### src/hw/rtl/qas_pkg.sv
package qas_pkg;

	// Saturation limits of the parser counters
	localparam int unsigned MAX_BACKSLASH_RUN = 31;
	localparam int unsigned MAX_ELEMENTS      = 255;

	localparam int unsigned RUN_W  = 5;
	localparam int unsigned CNT_W  = 8;
	localparam int unsigned CHAR_W = 8;

	// Result queue sizing
	localparam int unsigned QDEPTH = 4;
	localparam int unsigned QPTR_W = $clog2(QDEPTH);
	localparam int unsigned QLVL_W = $clog2(QDEPTH + 1);

	// Packed output data width: out_char, backslashes_before, element_index, padded to bytes
	localparam int unsigned ODATA_BITS = CHAR_W + RUN_W + CNT_W;
	localparam int unsigned ODATA_W    = ((ODATA_BITS + 7) / 8) * 8;

	// Byte codes
	localparam logic [CHAR_W-1:0] CH_NUL    = 8'h00;
	localparam logic [CHAR_W-1:0] CH_BSLASH = 8'h5C;
	localparam logic [CHAR_W-1:0] CH_DQUOTE = 8'h22;
	localparam logic [CHAR_W-1:0] CH_SPACE  = 8'h20;
	localparam logic [CHAR_W-1:0] CH_TAB    = 8'h09;
	localparam logic [CHAR_W-1:0] CH_CR     = 8'h0D;

	typedef enum logic [1:0] {
		KIND_CHAR     = 2'd0,
		KIND_ELEM_END = 2'd1,
		KIND_STR_END  = 2'd2,
		KIND_RUN      = 2'd3
	} qas_kind_t;

	typedef struct packed {
		qas_kind_t          kind;
		logic [CHAR_W-1:0]  out_char;
		logic [RUN_W-1:0]   backslashes_before;
		logic [CNT_W-1:0]   element_index;
		logic               last_of_run;
	} qas_result_t;

	// Results produced by one byte, pushed into the queue together
	typedef struct packed {
		logic [1:0]   n;
		qas_result_t  r0;
		qas_result_t  r1;
	} qas_push_t;

	typedef struct packed {
		logic [QLVL_W-1:0] level;
		logic              room;
	} qas_qstat_t;

	function automatic logic is_blank(input logic [CHAR_W-1:0] c);
		return (c == CH_SPACE) || ((c >= CH_TAB) && (c <= CH_CR));
	endfunction

endpackage

### src/hw/rtl/qas_parser.sv
module qas_parser (
	input  logic                        clk,
	input  logic                        arst_n,
	input  logic                        in_valid,
	output logic                        in_ready,
	input  logic [qas_pkg::CHAR_W-1:0]  in_char,
	input  qas_pkg::qas_qstat_t         qstat,
	output qas_pkg::qas_push_t          push
);
	import qas_pkg::*;

	logic               valid_s1;
	logic [CHAR_W-1:0]  char_s1;
	logic               fire;

	logic               open_q, inq_q, pend_q;
	logic [RUN_W-1:0]   run_q;
	logic [CNT_W-1:0]   cnt_q;

	logic               open_d, inq_d, pend_d;
	logic [RUN_W-1:0]   run_d;
	logic [CNT_W-1:0]   cnt_d;
	logic               inq_e;
	logic [CNT_W-1:0]   idx_now, idx_e;
	logic [RUN_W-1:0]   half;
	qas_push_t          res;

	// Process the held word only when the queue can take two results
	assign fire     = valid_s1 && qstat.room;
	assign in_ready = !valid_s1 || qstat.room;

	// Input register
	always_ff @(posedge clk or negedge arst_n) begin
		if (!arst_n) begin
			valid_s1 <= 1'b0;
		end else if (in_ready) begin
			valid_s1 <= in_valid;
		end
	end

	always_ff @(posedge clk) begin
		if (in_ready && in_valid) begin
			char_s1 <= in_char;
		end
	end

	assign idx_now = (cnt_q != '0) ? cnt_q - 1'b1 : '0;
	assign half    = run_q >> 1;

	// One step of the splitter
	always_comb begin
		open_d = open_q;
		inq_d  = inq_q;
		pend_d = 1'b0;
		run_d  = run_q;
		cnt_d  = cnt_q;
		inq_e  = pend_q ? 1'b0 : inq_q;
		idx_e  = idx_now;
		res    = '0;

		if (pend_q && char_s1 == CH_DQUOTE) begin
			// doubled quote inside quotes
			res.n  = 2'd1;
			res.r0 = '{KIND_CHAR, CH_DQUOTE, '0, idx_now, 1'b0};
		end else if (char_s1 == CH_NUL) begin
			if (open_q) begin
				res.n  = 2'd2;
				res.r0 = '{KIND_ELEM_END, CH_NUL, run_q, idx_now, 1'b0};
				res.r1 = '{KIND_STR_END, CH_NUL, '0, cnt_q, 1'b0};
			end else begin
				res.n  = 2'd1;
				res.r0 = '{KIND_STR_END, CH_NUL, '0, cnt_q, 1'b0};
			end
			open_d = 1'b0;
			inq_d  = 1'b0;
			run_d  = '0;
			cnt_d  = '0;
		end else if (!open_q && is_blank(char_s1)) begin
			// skip separators between elements
			inq_d = inq_e;
		end else begin
			inq_d  = inq_e;
			open_d = 1'b1;
			if (!open_q) begin
				if (cnt_q < CNT_W'(MAX_ELEMENTS)) begin
					cnt_d = cnt_q + 1'b1;
				end
				idx_e = (cnt_d != '0) ? cnt_d - 1'b1 : '0;
			end
			if (char_s1 == CH_BSLASH) begin
				if (run_q < RUN_W'(MAX_BACKSLASH_RUN)) begin
					run_d = run_q + 1'b1;
				end
			end else if (char_s1 == CH_DQUOTE) begin
				if (!run_q[0]) begin
					if (inq_e) begin
						pend_d = 1'b1;
					end else begin
						inq_d = 1'b1;
					end
					if (half != '0) begin
						res.n  = 2'd1;
						res.r0 = '{KIND_RUN, CH_NUL, half, idx_e, 1'b0};
					end
				end else begin
					res.n  = 2'd1;
					res.r0 = '{KIND_CHAR, CH_DQUOTE, half, idx_e, 1'b0};
				end
				run_d = '0;
			end else if (!inq_e && is_blank(char_s1)) begin
				res.n  = 2'd1;
				res.r0 = '{KIND_ELEM_END, CH_NUL, run_q, idx_e, 1'b0};
				open_d = 1'b0;
				run_d  = '0;
			end else begin
				res.n  = 2'd1;
				res.r0 = '{KIND_CHAR, char_s1, run_q, idx_e, 1'b0};
				run_d  = '0;
			end
		end

		// Mark the final result of this byte
		res.r0.last_of_run = (res.n == 2'd1);
		res.r1.last_of_run = (res.n == 2'd2);

		push   = res;
		push.n = fire ? res.n : 2'd0;
	end

	// Splitter state
	always_ff @(posedge clk or negedge arst_n) begin
		if (!arst_n) begin
			open_q <= 1'b0;
			inq_q  <= 1'b0;
			pend_q <= 1'b0;
			run_q  <= '0;
			cnt_q  <= '0;
		end else if (fire) begin
			open_q <= open_d;
			inq_q  <= inq_d;
			pend_q <= pend_d;
			run_q  <= run_d;
			cnt_q  <= cnt_d;
		end
	end

endmodule

### src/hw/rtl/qas_outq.sv
module qas_outq (
	input  logic                  clk,
	input  logic                  arst_n,
	input  qas_pkg::qas_push_t    push,
	output qas_pkg::qas_qstat_t   qstat,
	output logic                  out_valid,
	input  logic                  out_ready,
	output qas_pkg::qas_result_t  out_res
);
	import qas_pkg::*;

	qas_result_t        entry_q [QDEPTH];
	logic [QPTR_W-1:0]  wr_ptr_q, rd_ptr_q;
	logic [QLVL_W-1:0]  level_q;
	logic               pop;
	logic [QPTR_W-1:0]  wr_ptr_p1;

	assign out_valid   = (level_q != '0);
	assign pop         = out_valid && out_ready;
	assign out_res     = entry_q[rd_ptr_q];
	assign wr_ptr_p1   = wr_ptr_q + 1'b1;
	assign qstat.level = level_q;
	assign qstat.room  = (level_q <= QLVL_W'(QDEPTH - 2));

	// Store up to two results per cycle
	always_ff @(posedge clk) begin
		if (push.n != 2'd0) begin
			entry_q[wr_ptr_q] <= push.r0;
		end
		if (push.n == 2'd2) begin
			entry_q[wr_ptr_p1] <= push.r1;
		end
	end

	// Advance pointers and level
	always_ff @(posedge clk or negedge arst_n) begin
		if (!arst_n) begin
			wr_ptr_q <= '0;
			rd_ptr_q <= '0;
			level_q  <= '0;
		end else begin
			wr_ptr_q <= wr_ptr_q + QPTR_W'(push.n);
			if (pop) begin
				rd_ptr_q <= rd_ptr_q + 1'b1;
			end
			level_q <= level_q + QLVL_W'(push.n) - QLVL_W'(pop);
		end
	end

endmodule

### src/hw/rtl/quoted_argument_splitter_core.sv
// Splits a zero-terminated byte string into whitespace-separated elements with
// Windows command line quoting. One byte enters per word on the slave side; each
// byte yields zero, one or two result words (two only when a zero byte closes an
// open element). A byte is taken every clock while the result queue has room for
// two words, so the sustained rate is one byte per cycle when the master side
// keeps up; a byte reaches its first result through the input register, then the
// result queue. Backslash runs saturate at 31 and the element count at 255.
module quoted_argument_splitter_core (
	input  logic                         clk,
	input  logic                         arst_n,
	input  logic                         s_tvalid,
	output logic                         s_tready,
	input  logic [7:0]                   s_tdata,   // [7:0] in_char
	output logic                         m_tvalid,
	input  logic                         m_tready,
	output logic [qas_pkg::ODATA_W-1:0]  m_tdata,   // [7:0] out_char, [12:8] backslashes_before,
	                                                // [20:13] element_index, rest zero
	output logic [1:0]                   m_tuser,   // [1:0] kind
	output logic                         m_tlast    // last_of_run
);
	import qas_pkg::*;

	qas_push_t    push;
	qas_qstat_t   qstat;
	qas_result_t  res;

	qas_parser u_parser (
		.clk      (clk),
		.arst_n   (arst_n),
		.in_valid (s_tvalid),
		.in_ready (s_tready),
		.in_char  (s_tdata),
		.qstat    (qstat),
		.push     (push)
	);

	qas_outq u_outq (
		.clk       (clk),
		.arst_n    (arst_n),
		.push      (push),
		.qstat     (qstat),
		.out_valid (m_tvalid),
		.out_ready (m_tready),
		.out_res   (res)
	);

	// Pack result word
	assign m_tdata = ODATA_W'({res.element_index, res.backslashes_before, res.out_char});
	assign m_tuser = res.kind;
	assign m_tlast = res.last_of_run;

	// Queue never overfills
	a_level_bound: assert property (@(posedge clk) disable iff (!arst_n)
		qstat.level <= QLVL_W'(QDEPTH))
		else $error("result queue level beyond depth");

	// Valid on the master side tracks queue occupancy
	a_valid_level: assert property (@(posedge clk) disable iff (!arst_n)
		m_tvalid == (qstat.level != '0))
		else $error("m_tvalid disagrees with queue level");

	// A string end word always closes the byte's results
	a_str_end_last: assert property (@(posedge clk) disable iff (!arst_n)
		(m_tvalid && m_tuser == KIND_STR_END) |-> (m_tlast && m_tdata[12:0] == '0))
		else $error("string end word malformed");

	// A held byte is processed only while two queue slots are free
	a_push_room: assert property (@(posedge clk) disable iff (!arst_n)
		(push.n != 2'd0) |=> (qstat.level <= $past(qstat.level) + QLVL_W'(2)))
		else $error("queue pushed beyond two words");

endmodule

### config.mk
export PLATFORM = sky130hd
export DESIGN_NAME = quoted_argument_splitter_core
export DESIGN_NICKNAME = d
export VERILOG_FILES = /design/src/hw/rtl/qas_pkg.sv /design/src/hw/rtl/qas_parser.sv /design/src/hw/rtl/qas_outq.sv /design/src/hw/rtl/quoted_argument_splitter_core.sv
export SDC_FILE = /design/constraint.sdc
export NUM_CORES = 1
export LEC_CHECK = 0
export BUFFER_PORTS_ARGS = -buffer_cell sky130_fd_sc_hd__buf_2
export CORE_MARGIN = 4
export CORE_UTILIZATION = 57
export DETAILED_ROUTE_END_ITERATION = 8
export PLACE_DENSITY = 0.75
export SYNTH_ARGS = -nofsm -noshare
export SYNTH_HDL_FRONTEND = slang
export SYNTH_SLANG_ARGS = --single-unit
### constraint.sdc
create_clock -name clk -period 4.51 [get_ports clk]
set_input_delay 0.2255 -clock clk [delete_from_list [all_inputs] [get_ports clk]]
set_output_delay 0.2255 -clock clk [all_outputs]
set_load 0.03 [all_outputs]
[Yosys cells after proc, flatten, opt, wreduce, memory -nomap -nowiden]
Memory sizes are Yosys's and may differ from the RTL's.
Cells that the tools add are included.
Cells by class
  add/subtract/negate cells: 9
  $lt $le $gt $ge: 5
  eq/ne operators: 9
  multiplexer cells: 50
  bitwise operators: 1
  reductions and logical operators: 22
Operator list (count)
  26-bit two-way mux: 5
  8-bit two-way mux: 11
  25-bit two-way mux: 3
  24-bit two-way mux: 3
  23-bit two-way mux: 1
  1-bit two-way mux: 22
  5-bit two-way mux: 4
  8-bit by 6-bit equality test with 1-bit output, second input constant: 2
  8-bit nonzero test: 2
  8-bit by 1-bit subtractor with 8-bit output, second input constant: 2
  8-bit by 1-bit adder with 8-bit output, second input constant: 1
  8-bit by 7-bit equality test with 1-bit output, second input constant: 1
  8-bit by 4-bit >= comparator with 1-bit output, second input constant: 1
  8-bit by 4-bit <= comparator with 1-bit output, second input constant: 1
  8-bit logical NOT: 1
  8-bit less-than comparator, second input constant: 1
  4-bit AND reduction: 2
  1-bit logical AND: 7
  5-bit by 1-bit adder with 5-bit output, second input constant: 1
  5-bit less-than comparator, second input constant: 1
  5-bit nonzero test: 1
  2-bit by 1-bit adder with 2-bit output, second input constant: 2
  2-bit equality test, second input constant: 2
  3-bit by 2-bit adder with 3-bit output: 1
  15 further kinds: 18
Word-level totals
  flip-flop bits (word level): 32
  bits in writable memories: 96
  input bits: 12
  output and inout bits: 29
  logic and storage cells: 107
  memories: 1
Memories
  u_outq.entry_q: words 4, width 24, read ports 1, clocked after memory_dff 0, write ports 2, line qas_outq.sv:12  | qas_result_t entry_q [QDEPTH];

[Depth between registers and ports, before layout]
  word-level depth: 21
  gate-level depth with buffers: 14
  gate-level depth less buffers: 13

[Hierarchy]
A second synthesis with hierarchy kept.
Unflattened totals
  cell total of the unflattened synthesis: 573
  area, all modules: 7541.0 um^2
By module, submodules not included
  qas_outq: instances 1, cells each 278, area an instance 5139.9 um^2
  qas_parser: instances 1, cells each 291, area an instance 2374.8 um^2
  quoted_argument_splitter_core: instances 1, cells each 4, area an instance 26.3 um^2

[Least setup slack after synthesis]
Ideal clock, no wire load.
  path type: reg2reg
  start: register u_parser.cnt_q[4]
  end: memory u_outq.entry_q[2][6] (netlist bit), data pin
  library setup time: 0.278 ns
  data arrival time: 2.895 ns
  required time: 4.232 ns
  setup slack: 1.337 ns
  stages on the path, launching flop included: 14
  path buffers: 1
  cells stage by stage: dfrtp_1 > buf_1 > inv_1 > nor3_1 > nor2_1 > a21oi_1 > ha_1 > nor3b_1 > nand2_1 > o21ai_0 > a2111o_1 > nor3_1 > a211oi_1 > o22ai_1
RTL lines
  start, declared: line qas_parser.sv:18  | logic [CNT_W-1:0] cnt_q;
  start signal, assigned: line qas_parser.sv:143  | cnt_q <= cnt_d;
  end, declared: line qas_outq.sv:12

==> metrics.txt <==
Post-DP HPWL 12,300 microns; fillers 933; Longest Clk Path Bufs 2; reg-to-reg slack, setup 0.45 ns; largest net degree at the start of global routing 27; Reg-to-Reg End u_outq.entry_q[2][6]; Post-synth EDFFs 48; fraction of layout cells with a size suffix above 1 19.0%; Critical Path Start u_parser.cnt_q[0]; reg-to-reg startpoint u_parser.cnt_q[0]; Final period util 90.0%; leading post-synthesis cells by cell area edfxtp_1 21%, dfxtp_1 16%, dfrtp_1 8.7%, mux4_2 7.8%, nand2_1 4.9%; Hold Crit Start s_tvalid; CTS tree yes; final layout net count 757; Worst Setup End Kind register; Setup TNS Final 0 ns; H-tree Lvls 4; residual DRC count 0; Post-CTS Resized 0; P_leak 3.01 nW; YS warnings 0; most numerous cell in the Yosys netlist nand2_1; Hold Crit Endpoint u_parser.valid_s1; Max Slew Vio Count 0; fmax 246 MHz; worst vdd ir 361 uV; Startpoint Class register; number of synthesized register bits 128; Tmin final 4.06 ns; TritonCTS Sinks 128; Slew headroom 19.1%; drt wl/cell 20.4 microns; biggest area consumer among synthesized cells edfxtp_1; Setup Viol. Count Final 0; first-pass GRT wire length 29,700 microns; # diodes 0; Primary FF master, synth dfxtp_1; Layout area overhead 13.4%; area of the die 14,000 sq um; CP arrival 4.20 ns; vias per cell 6.49; WHS Path Cells 2; vias in the first global route 5,627; Tightest Pin Transition 1.21 ns; required time worst endpoint 4.65 ns; top cell type's share of synthesized area 20.8%; post-synthesis sequential area ratio 45.6%; Root Buffer clkbuf_16; pre-CTS setup slack 0.566 ns; hold slack 0.0190 ns; CP Max Fanout 14; final wirelength 18,300 microns; initial core utilization 58.0%; Final ANT Viol Nets 0; routability cong. 0.933; cell area power density 751 nW/um^2; max-cap violations 0; grt total ovfl 0; Clock Skews 0.00855 ns; Rows 40; initial antenna violation count 0; drt pass-1 iters 5; Iter 0 DRT Violations 655; ys async rst share 18.8%; Hold Vio Cnt, Final 0; WS Path Type register to register; num ports 41; Port Buffers 37; Hold WC Path Type input pin to register; Pwr Total 5.90 mW; Total GRT Usage 26.6%; die outline height 118 microns; CTS Buf Count 17; Syn Inst Count 706; core area 12,000 sq um; Netlist cell types 73; status finished clean; Worst-Skew Late Latency 0.42 ns; Syn Std Cell Area 6930 sq um; via count 5,801; min setup slack post-route 0.453 ns; die width 118 microns; RSZ-0062 raised after global routing false; commonest cells in the netlist 91 x nand2_1, 58 x nor2_1, 56 x dfxtp_1, 48 x edfxtp_1, 44 x a21oi_1; Mean Syn Cell Area 9.82 sq um; reg2reg path depth 13; clock input transition at the sequential cells of the worst setup and hold paths 0.06 ns
==> area by class of cell <==
cell class	count	area [sq um]	share of cell area, %
inverters	16	60.1	0.764
repair buffers	59	373	4.74
clock buffers	20	489	6.22
well taps	147	184	2.34
clock inverters	12	141	1.80
flip-flops and latches	128	3160	40.2
multi-input cells	512	3450	43.9
==> layer usage <==
layer  GRT usage (%)  share of wire, %  wire length (microns)  up-vias
met5               0                 0                      0        -
met4            7.25               1.3                    244        0
met3            6.79               8.5                   1550       21
met2            43.8                49                   8920      285
met1            35.1                41                   7550     2813
li1                -                 -                      -     2682
==> where the power goes <==
part           total [mW]  internal, mW  switching [mW]
logic                2.52         0.994            1.52
registers            1.94          1.60           0.333
clock network        1.45         0.906           0.543
total                5.90          3.50            2.40
==> sequential cells by signal, indices dropped and copies added (netlist names) <==
signal,flops
u_outq.entry_q,96
u_outq.level_q,3
u_outq.rd_ptr_q,2
u_outq.wr_ptr_q,2
u_parser.char_s1,8
u_parser.cnt_q,8
u_parser.inq_q,1
u_parser.open_q,1
u_parser.pend_q,1
u_parser.run_q,5
u_parser.valid_s1,1
==> metrics by stage <==
stage,std cells,instance area (sq um),util (%)
2_1_floorplan,708,6940,-
3_3_place_gp,853,7140,59.7
3_5_place_dp,853,7140,59.7
4_1_cts,894,7870,65.8
5_1_grt,894,7870,65.8
6_report,894,7870,65.8
==> worst max-delay path, stage by stage, from the launching register on <==
cell	delay [ns]
dfrtp_1	0.60
ha_1	0.32
nand3_1	0.13
nor3_1	0.63
nor2_1	0.08
a21oi_1	0.26
ha_1	0.19
nor3b_1	0.23
nand2_1	0.08
o21ai_0	0.16
a2111o_1	0.31
nor3_1	0.11
a211oi_1	0.51
o22ai_1	0.16
==> how the worst max path moves through the flow <==
stage	endpoint	slack, ns	cells after the start
global route	u_outq.entry_q[0][6]	0.14	13
floorplan	u_outq.entry_q[2][6]	1.34	13
global placement	u_outq.entry_q[2][6]	0.74	13
finish	u_outq.entry_q[2][6]	0.45	13
detailed placement	u_outq.entry_q[0][6]	0.57	13
CTS	u_outq.entry_q[0][6]	0.51	13
==> cells in the final DEF, fill, tap and decap left out, types with 12 or more instances in the layout <==
| cell | instances |
|---|---|
| a211oi_1 | 21 |
| inv_1 | 15 |
| nand2_1 | 91 |
| a21oi_1 | 44 |
| clkbuf_16 | 19 |
| nor2b_1 | 13 |
| edfxtp_1 | 48 |
| buf_2 | 37 |
| o22ai_1 | 35 |
| mux4_2 | 24 |
| nor2_1 | 58 |
| buf_4 | 13 |
| o21ai_0 | 38 |
| dfxtp_1 | 56 |
| dfrtp_1 | 24 |
| nand3_1 | 20 |
| xnor2_1 | 12 |
==> cells by family after synthesis <==
logic type	share of synthesized area, %
and+or+nand+nor	19.5
AOI/OAI and AO/OA	17.3
DFF	45.6
buffers and inverters	4.73
muxes	8.95
xor gates and xnor gates	1.77
adders and majority gates	2.09
other	0.0541
==> repair_timing <==
action / CTS / global route
setup buffers: 0 / 0
endpoints found under the hold margin: 32 / 0
hold buffers: 9 / 0
endpoints found under the setup margin: 0 / 0
(Power assumes the default switching activity.)
